### src/hdl/cle_pkg.sv
`timescale 1ns / 1ps
`default_nettype none

package cle_pkg;

    localparam int LINE_DEPTH_DEF = 64;

    localparam logic [7:0] KEY_LEFT  = 8'h3C;
    localparam logic [7:0] KEY_RIGHT = 8'h3E;
    localparam logic [7:0] KEY_BACK  = 8'h2D;

    localparam logic ACT_KEY   = 1'b0;
    localparam logic ACT_FLUSH = 1'b1;

    typedef enum logic [1:0] {
        OP_HOLD,
        OP_INS,
        OP_DEL,
        OP_SHIFT
    } t_cell_op;

    typedef struct packed {
        t_cell_op    op;
        logic [7:0]  key;
    } t_cell_ctrl;

    typedef enum logic {
        ST_IDLE,
        ST_FLUSH
    } t_state;

endpackage

`default_nettype wire

### src/hdl/cursor_line_edit_buffer.sv
`timescale 1ns / 1ps
`default_nettype none

// Keystroke: one transfer per cycle while no line drains, applied in that same cycle; no result.
// End of line: input stalls while the line drains, one character per cycle
// out of slot 0 of the cell row unless the output stalls (an empty line gives
// one transfer); first char passes the FSM state, then the output register.
// Reset (sync, active low) clears cursor, length, drop flag, FSM, output valid.
// Cell contents are not reset; slots beyond the line length are never read.
module cursor_line_edit_buffer
    import cle_pkg::*;
#(
    parameter int LINE_DEPTH = LINE_DEPTH_DEF
) (
    input  wire logic       i_clk,
    input  wire logic       i_rst_n,
    // input channel
    input  wire logic       i_in_valid,
    output      logic       o_in_stall,
    input  wire logic       i_action,
    input  wire logic [7:0] i_key_code,
    // output channel
    output      logic       o_out_valid,
    input  wire logic       i_out_stall,
    output      logic [7:0] o_out_char,
    output      logic       o_last,
    output      logic       o_empty_line,
    output      logic       o_overflowed
);

    // cursor and length range over 0..LINE_DEPTH
    localparam int CW = $clog2(LINE_DEPTH + 1);
    localparam logic [CW-1:0] DEPTH = CW'(LINE_DEPTH);
    localparam logic [CW-1:0] ONE   = CW'(1);

    // ---------------------------------------------------------------
    // Control state
    // ---------------------------------------------------------------
    t_state        r_state, n_state;
    logic [CW-1:0] r_cursor, n_cursor;   // chars left of the cursor
    logic [CW-1:0] r_total, n_total;     // line length
    logic          r_drop, n_drop;       // an insert was dropped this line
    logic [CW-1:0] r_rem, n_rem;         // chars still to drain
    logic          r_empty, n_empty;     // draining line is empty
    logic          r_ovf, n_ovf;         // drop flag latched for the drain

    // output register
    logic          r_out_valid, n_out_valid;
    logic [7:0]    r_out_char, n_out_char;
    logic          r_last, n_last;
    logic          r_empty_line, n_empty_line;
    logic          r_overflowed, n_overflowed;

    logic          in_xfer;
    logic          out_free;
    logic          emit;
    logic          emit_last;

    t_cell_ctrl    cell_ctrl;
    logic [CW-1:0] cell_pos;
    logic [7:0]    w_data [LINE_DEPTH];

    assign in_xfer  = i_in_valid & ~o_in_stall;
    assign out_free = ~r_out_valid | ~i_out_stall;
    assign emit_last = r_empty | (r_rem == ONE);

    // ---------------------------------------------------------------
    // FSM: next state
    // ---------------------------------------------------------------
    always_comb begin
        n_state = r_state;
        case (r_state)
            ST_IDLE: begin
                if (in_xfer && i_action == ACT_FLUSH) begin
                    n_state = ST_FLUSH;
                end
            end
            ST_FLUSH: begin
                if (out_free && emit_last) begin
                    n_state = ST_IDLE;
                end
            end
            default: begin
                n_state = ST_IDLE;
            end
        endcase
    end

    // ---------------------------------------------------------------
    // FSM: outputs
    // ---------------------------------------------------------------
    always_comb begin
        o_in_stall = 1'b1;
        emit       = 1'b0;
        case (r_state)
            ST_IDLE: begin
                o_in_stall = 1'b0;
            end
            ST_FLUSH: begin
                emit = out_free;
            end
            default: begin
            end
        endcase
    end

    // ---------------------------------------------------------------
    // Edit decode: cursor, length and the command to the cell row
    // ---------------------------------------------------------------
    always_comb begin
        n_cursor      = r_cursor;
        n_total       = r_total;
        n_drop        = r_drop;
        n_rem         = r_rem;
        n_empty       = r_empty;
        n_ovf         = r_ovf;
        cell_ctrl.op  = OP_HOLD;
        cell_ctrl.key = i_key_code;
        cell_pos      = r_cursor;

        if (in_xfer) begin
            if (i_action == ACT_FLUSH) begin
                // latch the line for draining and start a fresh one
                n_rem    = r_total;
                n_empty  = (r_total == '0);
                n_ovf    = r_drop;
                n_cursor = '0;
                n_total  = '0;
                n_drop   = 1'b0;
            end else begin
                case (i_key_code)
                    KEY_LEFT: begin
                        if (r_cursor != '0) begin
                            n_cursor = r_cursor - ONE;
                        end
                    end
                    KEY_RIGHT: begin
                        if (r_cursor != r_total) begin
                            n_cursor = r_cursor + ONE;
                        end
                    end
                    KEY_BACK: begin
                        if (r_cursor != '0) begin
                            cell_ctrl.op = OP_DEL;
                            cell_pos     = r_cursor - ONE;
                            n_cursor     = r_cursor - ONE;
                            n_total      = r_total - ONE;
                        end
                    end
                    default: begin
                        if (r_total == DEPTH) begin
                            n_drop = 1'b1;
                        end else begin
                            cell_ctrl.op = OP_INS;
                            n_cursor     = r_cursor + ONE;
                            n_total      = r_total + ONE;
                        end
                    end
                endcase
            end
        end else if (emit && !r_empty) begin
            // drain: slot 0 goes out, the row moves down by one
            cell_ctrl.op = OP_SHIFT;
            n_rem        = r_rem - ONE;
        end
    end

    // ---------------------------------------------------------------
    // Output register
    // ---------------------------------------------------------------
    always_comb begin
        n_out_valid  = r_out_valid & i_out_stall;
        n_out_char   = r_out_char;
        n_last       = r_last;
        n_empty_line = r_empty_line;
        n_overflowed = r_overflowed;
        if (emit) begin
            n_out_valid  = 1'b1;
            n_out_char   = r_empty ? 8'h00 : w_data[0];
            n_last       = emit_last;
            n_empty_line = r_empty;
            n_overflowed = r_ovf;
        end
    end

    always_ff @(posedge i_clk) begin
        if (!i_rst_n) begin
            r_state     <= ST_IDLE;
            r_cursor    <= '0;
            r_total     <= '0;
            r_drop      <= 1'b0;
            r_rem       <= '0;
            r_empty     <= 1'b0;
            r_out_valid <= 1'b0;
        end else begin
            r_state     <= n_state;
            r_cursor    <= n_cursor;
            r_total     <= n_total;
            r_drop      <= n_drop;
            r_rem       <= n_rem;
            r_empty     <= n_empty;
            r_out_valid <= n_out_valid;
        end
    end

    always_ff @(posedge i_clk) begin
        r_ovf        <= n_ovf;
        r_out_char   <= n_out_char;
        r_last       <= n_last;
        r_empty_line <= n_empty_line;
        r_overflowed <= n_overflowed;
    end

    assign o_out_valid  = r_out_valid;
    assign o_out_char   = r_out_char;
    assign o_last       = r_last;
    assign o_empty_line = r_empty_line;
    assign o_overflowed = r_overflowed;

    // ---------------------------------------------------------------
    // Cell row: slot i holds line position i
    // ---------------------------------------------------------------
    for (genvar g = 0; g < LINE_DEPTH; g++) begin : g_cell
        logic [7:0] w_left;
        logic [7:0] w_right;

        if (g == 0) begin : g_first
            assign w_left = 8'h00;
        end else begin : g_mid_l
            assign w_left = w_data[g-1];
        end

        if (g == LINE_DEPTH - 1) begin : g_end
            assign w_right = 8'h00;
        end else begin : g_mid_r
            assign w_right = w_data[g+1];
        end

        cle_cell #(
            .IDX   (g),
            .POS_W (CW)
        ) u_cell (
            .i_clk        (i_clk),
            .i_ctrl       (cell_ctrl),
            .i_pos        (cell_pos),
            .i_left_data  (w_left),
            .i_right_data (w_right),
            .o_data       (w_data[g])
        );
    end

    // ---------------------------------------------------------------
    // Assertions
    // ---------------------------------------------------------------
    a_cursor_in_line: assert property (@(posedge i_clk) disable iff (!i_rst_n)
        r_cursor <= r_total)
        else $error("cursor beyond end of line");

    a_len_bound: assert property (@(posedge i_clk) disable iff (!i_rst_n)
        r_total <= DEPTH)
        else $error("line length beyond depth");

    a_drain_fresh_line: assert property (@(posedge i_clk) disable iff (!i_rst_n)
        (r_state == ST_FLUSH) |-> (r_total == '0 && r_cursor == '0 && !r_drop))
        else $error("new line not cleared during drain");

    a_last_ends_drain: assert property (@(posedge i_clk) disable iff (!i_rst_n)
        (emit && emit_last) |=> (r_state == ST_IDLE && o_out_valid && o_last))
        else $error("drain did not end on last transfer");

endmodule

`default_nettype wire

### src/hdl/cle_cell.sv
`timescale 1ns / 1ps
`default_nettype none

// One character slot of the line. Slot IDX holds line position IDX.
module cle_cell
    import cle_pkg::*;
#(
    parameter int IDX   = 0,
    parameter int POS_W = 7
) (
    input  wire logic             i_clk,
    input  wire t_cell_ctrl       i_ctrl,
    input  wire logic [POS_W-1:0] i_pos,
    input  wire logic [7:0]       i_left_data,
    input  wire logic [7:0]       i_right_data,
    output      logic [7:0]       o_data
);

    localparam logic [POS_W-1:0] MY_IDX = POS_W'(IDX);

    logic [7:0] r_data;
    logic [7:0] n_data;

    always_comb begin
        n_data = r_data;
        case (i_ctrl.op)
            OP_INS: begin
                // open a gap at the cursor and drop the key into it
                if (MY_IDX > i_pos) begin
                    n_data = i_left_data;
                end else if (MY_IDX == i_pos) begin
                    n_data = i_ctrl.key;
                end
            end
            OP_DEL: begin
                // close up over the removed slot
                if (MY_IDX >= i_pos) begin
                    n_data = i_right_data;
                end
            end
            OP_SHIFT: begin
                n_data = i_right_data;
            end
            default: begin
            end
        endcase
    end

    always_ff @(posedge i_clk) begin
        r_data <= n_data;
    end

    assign o_data = r_data;

endmodule

`default_nettype wire

### config.mk
export PLATFORM = sky130hd
export DESIGN_NAME = cursor_line_edit_buffer
export DESIGN_NICKNAME = d
export VERILOG_FILES = /design/src/hdl/cle_pkg.sv /design/src/hdl/cursor_line_edit_buffer.sv /design/src/hdl/cle_cell.sv
export SDC_FILE = /design/constraint.sdc
export NUM_CORES = 1
export LEC_CHECK = 0
export BUFFER_PORTS_ARGS = -buffer_cell sky130_fd_sc_hd__buf_2
export CAP_MARGIN = 20
export CORE_ASPECT_RATIO = 0.9
export CORE_MARGIN = 1
export CORE_UTILIZATION = 43
export DETAILED_ROUTE_END_ITERATION = 10
export PLACE_DENSITY = 0.68
export SLEW_MARGIN = 20
export SYNTH_ARGS = -nofsm -noshare
export SYNTH_HDL_FRONTEND = slang
export SYNTH_HIERARCHICAL = 1
export SYNTH_SLANG_ARGS = --single-unit
export TNS_END_PERCENT = 20
### constraint.sdc
create_clock -name i_clk -period 22.1 [get_ports i_clk]
set_input_delay 4.42 -clock i_clk [delete_from_list [all_inputs] [get_ports i_clk]]
set_output_delay 4.42 -clock i_clk [all_outputs]
set_load 0.05 [all_outputs]
==> flow_summary.ini <==
[detailed_routing]
drc = 0
vias = 28377
postRouteWirelength_mm = 95.0
wl_per_cell_um = 21.5
final_antenna_net_count = 0
drtIter0Drc = 3034
vias_per_cell = 6.42
drt_pass1_iterations = 6

[power_and_ir_drop]
seqPwrFrac_pct = 49.4
leakagePower_uw = 0.0128
p_int_uw = 2180
power_density_nw_per_um2 = 79.4
sw_frac_of_total_pct = 27.4
clkPwrFrac_pct = 34.2
comb_power_share_pct = 16.4
power_uw = 3010
peakVddDrop_uv = 60.1
switchingPower_uw = 826

[worst_setup_path]
max_stage_delay_ns = 0.85
crit_path_frequent_cell = buf_4
r2r_start = r_state
arrival_ns = 9.81
startpoint = i_key_code[6]
crit_fanout = 123
path_class = input pin to flop
ff2ff_path_depth = 9
critical_path_required_ns = 22.44
crit_cells = 12
worstSetupStartpointType = input pin
end_kind = flop
cp_top_family = buffers and inverters
crit_chain = buf_2, buf_4, and4bb_2, nand3_1, inv_1, nand2_1, o21a_4, buf_4, buf_12, or3_1, a31oi_2, maj3_1
path_buf_inv = 5
cpMaxStageDelayCell = buf_4

[floorplan]
die_h_um = 273
die-width_um = 303
start_util_pct = 43.4
die_area_um2 = 82900
ios = 26
coreArea_um2 = 81000
num_rows = 99

[timing]
finalClockSkew_ns = 0.0333
fmax_ghz = 0.106
finalSetupTns_ns = 0
fin_crit_ns = 9.47
worstMarginPinSlew_ns = 1.12
finalSetupViolCount = 0
slew_viol_final = 0
hold_viol = 0
fin_crit_sh_pct = 42.9
rsz0062_at_grt = no
relSlewSlack_pct = 25.3

[placed_design]
io_buffers = 25
hpwl_mm = 57.9
post-place-cells = 4311
gp_congestion = 0.815
place_area_um2 = 35900

[yosys]
synthArstFlopShare_pct = 0
seq_area_frac_synth_pct = 46.2
yosysWarnings = 6
synth_edf_count = 524
syn_area_um2 = 35100
synth.distinct_cells = 145
syn_avg_cell_area_um2 = 10.4
synth_ff_type = edfxtp_1
synth_seq_cells = 549
netlist_instances = 3388

[cts]
postCtsHoldBufs = 0
cts_buffer_depth = 3
clk_latency_ns = 0.63
ctsResizeCount = 0
cts_root_buffer = clkbuf_16
cts_tree = yes
clock_sinks = 549
clk_pin_slew_worst_paths_ns = 0.06
ctsHtreeMaxLevel = 2
cts_setup_buffers = 0
cts_made_buffers = 60

[job]
max-cap-violations = 0

[min_path]
min_path_type = flop to flop
holdPathStages = 0
hold_start = r_ovf

[final_layout]
layout_commonest_cell = edfxtp_1
stdcell_count = 4419
final_util_pct = 46.8
final_cell_mix = edfxtp_1 (524), a21oi_1 (304), nor2b_1 (242)
diodes = 0
drive_above_1_share_pct = 11.0
nets = 3332
fin_area_um2 = 37900
area_growth_pct = 7.95

[grt]
grt_max_degree = 254
first_global_vias = 26648
grt-ovfl-total = 0
grt_util_all_layers_pct = 22.4
antenna_found_initial = 0
grt_pass1_wl_mm = 151

[outcome]
status = completed
[cell usage after synthesis, types with 20 or more instances]
| cell type | number | area share, % |
|---|---|---|
| a2111oi_0 | 25 | 0.62 |
| a21oi_1 | 304 | 4.3 |
| a221o_1 | 85 | 2.4 |
| a31oi_1 | 229 | 4.1 |
| a41oi_1 | 34 | 0.85 |
| and2_1 | 45 | 0.80 |
| buf_2 | 56 | 0.80 |
| buf_6 | 30 | 0.96 |
| clkbuf_1 | 87 | 0.93 |
| dfxtp_1 | 25 | 1.4 |
| edfxtp_1 | 524 | 45 |
| inv_1 | 75 | 0.80 |
| maj3_1 | 41 | 1.2 |
| mux2i_1 | 34 | 0.97 |
| nand2_1 | 172 | 1.8 |
| nand2b_1 | 43 | 0.77 |
| nand3_1 | 82 | 1.2 |
| nor2_1 | 122 | 1.3 |
| nor2b_1 | 243 | 4.3 |
| nor3_1 | 42 | 0.60 |
| nor3b_1 | 26 | 0.56 |
| nor4b_1 | 26 | 0.65 |
| o211a_1 | 20 | 0.57 |
| o211ai_1 | 28 | 0.60 |
| o211ai_2 | 22 | 0.78 |
| o21ai_0 | 239 | 3.4 |
| o21ai_1 | 85 | 1.2 |
| o31a_1 | 43 | 1.1 |
| o31ai_1 | 40 | 0.85 |
| or4b_1 | 34 | 0.97 |
[layout make-up]
cell class	count	area, um^2
Sequential cell	549	16200
Fill cell	7503	43100
Timing Repair Buffer	68	536
Clock inverter	36	380
Multi-Input combinational cell	2556	17600
Tap cell	1060	1330
Inverter	78	293
Clock buffer	72	1590
[path summary, 6_finish.rpt]
path,to,slack [ns]
hold / removal,o_overflowed,0.46
setup reg to reg,g_cell[13].u_cell/o_data[6],16.83
setup / recovery,g_cell[13].u_cell/o_data[6],12.63
hold reg to reg,o_overflowed,0.46
[kinds of logic (layout without fill, tap and decap cells)]
logic type                 after synthesis  in the layout  synth area share (%)
AOI/OAI and AO/OA                     1428           1428                  28.9
xor gates and xnor gates                13             13                 0.324
buffers and inverters                  290            254                  4.19
adders and majority gates               53             53                  1.57
muxes                                   45             45                  1.33
and+or+nand+nor                       1009           1009                  17.4
DFF                                    549            549                  46.2
other                                    1              8                0.0107
[flip-flops by register name, summed over array words and instances (netlist names)]
name	flops
g_cell.u_cell/o_data	512
o_last	1
r_state	1
o_overflowed	1
o_out_valid	1
r_rem	7
r_total	7
o_out_char	8
r_ovf	1
r_drop	1
r_empty	1
r_cursor	7
o_empty_line	1
[per-stage QoR]
| stage | worst slack (ns) | hold slack [ns] |
|---|---|---|
| floorplan | 0.00386 | 0.400 |
| detailed placement | 11.89 | 0.449 |
| global route | 12.31 | 0.463 |
| CTS | 12.59 | 0.469 |
| global placement | 11.98 | 0.442 |
| finish | 12.63 | 0.461 |
[power groups by stage]
stage               Combinational [uW]  Clock, uW  Sequential [uW]
global placement                   474          0             1500
global route                       543       1090             1510
detailed placement                 485          0             1510
finish                             494       1030             1490
floorplan                          385          0             1460
CTS                                488       1050             1490
[worst register-to-register path, delay by kind of cell, from the launching register on]
kind            cells  cell delay (ns)
fa+ha+maj           1             0.55
compound gates      2             0.88
buf+inv             2             1.46
flops               1             0.43
simple gates        4             1.66
[routing by layer]
| layer | vias up | routed length, um | track usage (%) |
|---|---|---|---|
| met3 | 120 | 6900 | 3.20 |
| met5 | - | 0 | 0 |
| li1 | 13398 | - | - |
| met4 | 0 | 1520 | 5.21 |
| met1 | 13824 | 43900 | 33.4 |
| met2 | 1035 | 42700 | 34.1 |
(Power assumes the default switching activity.)
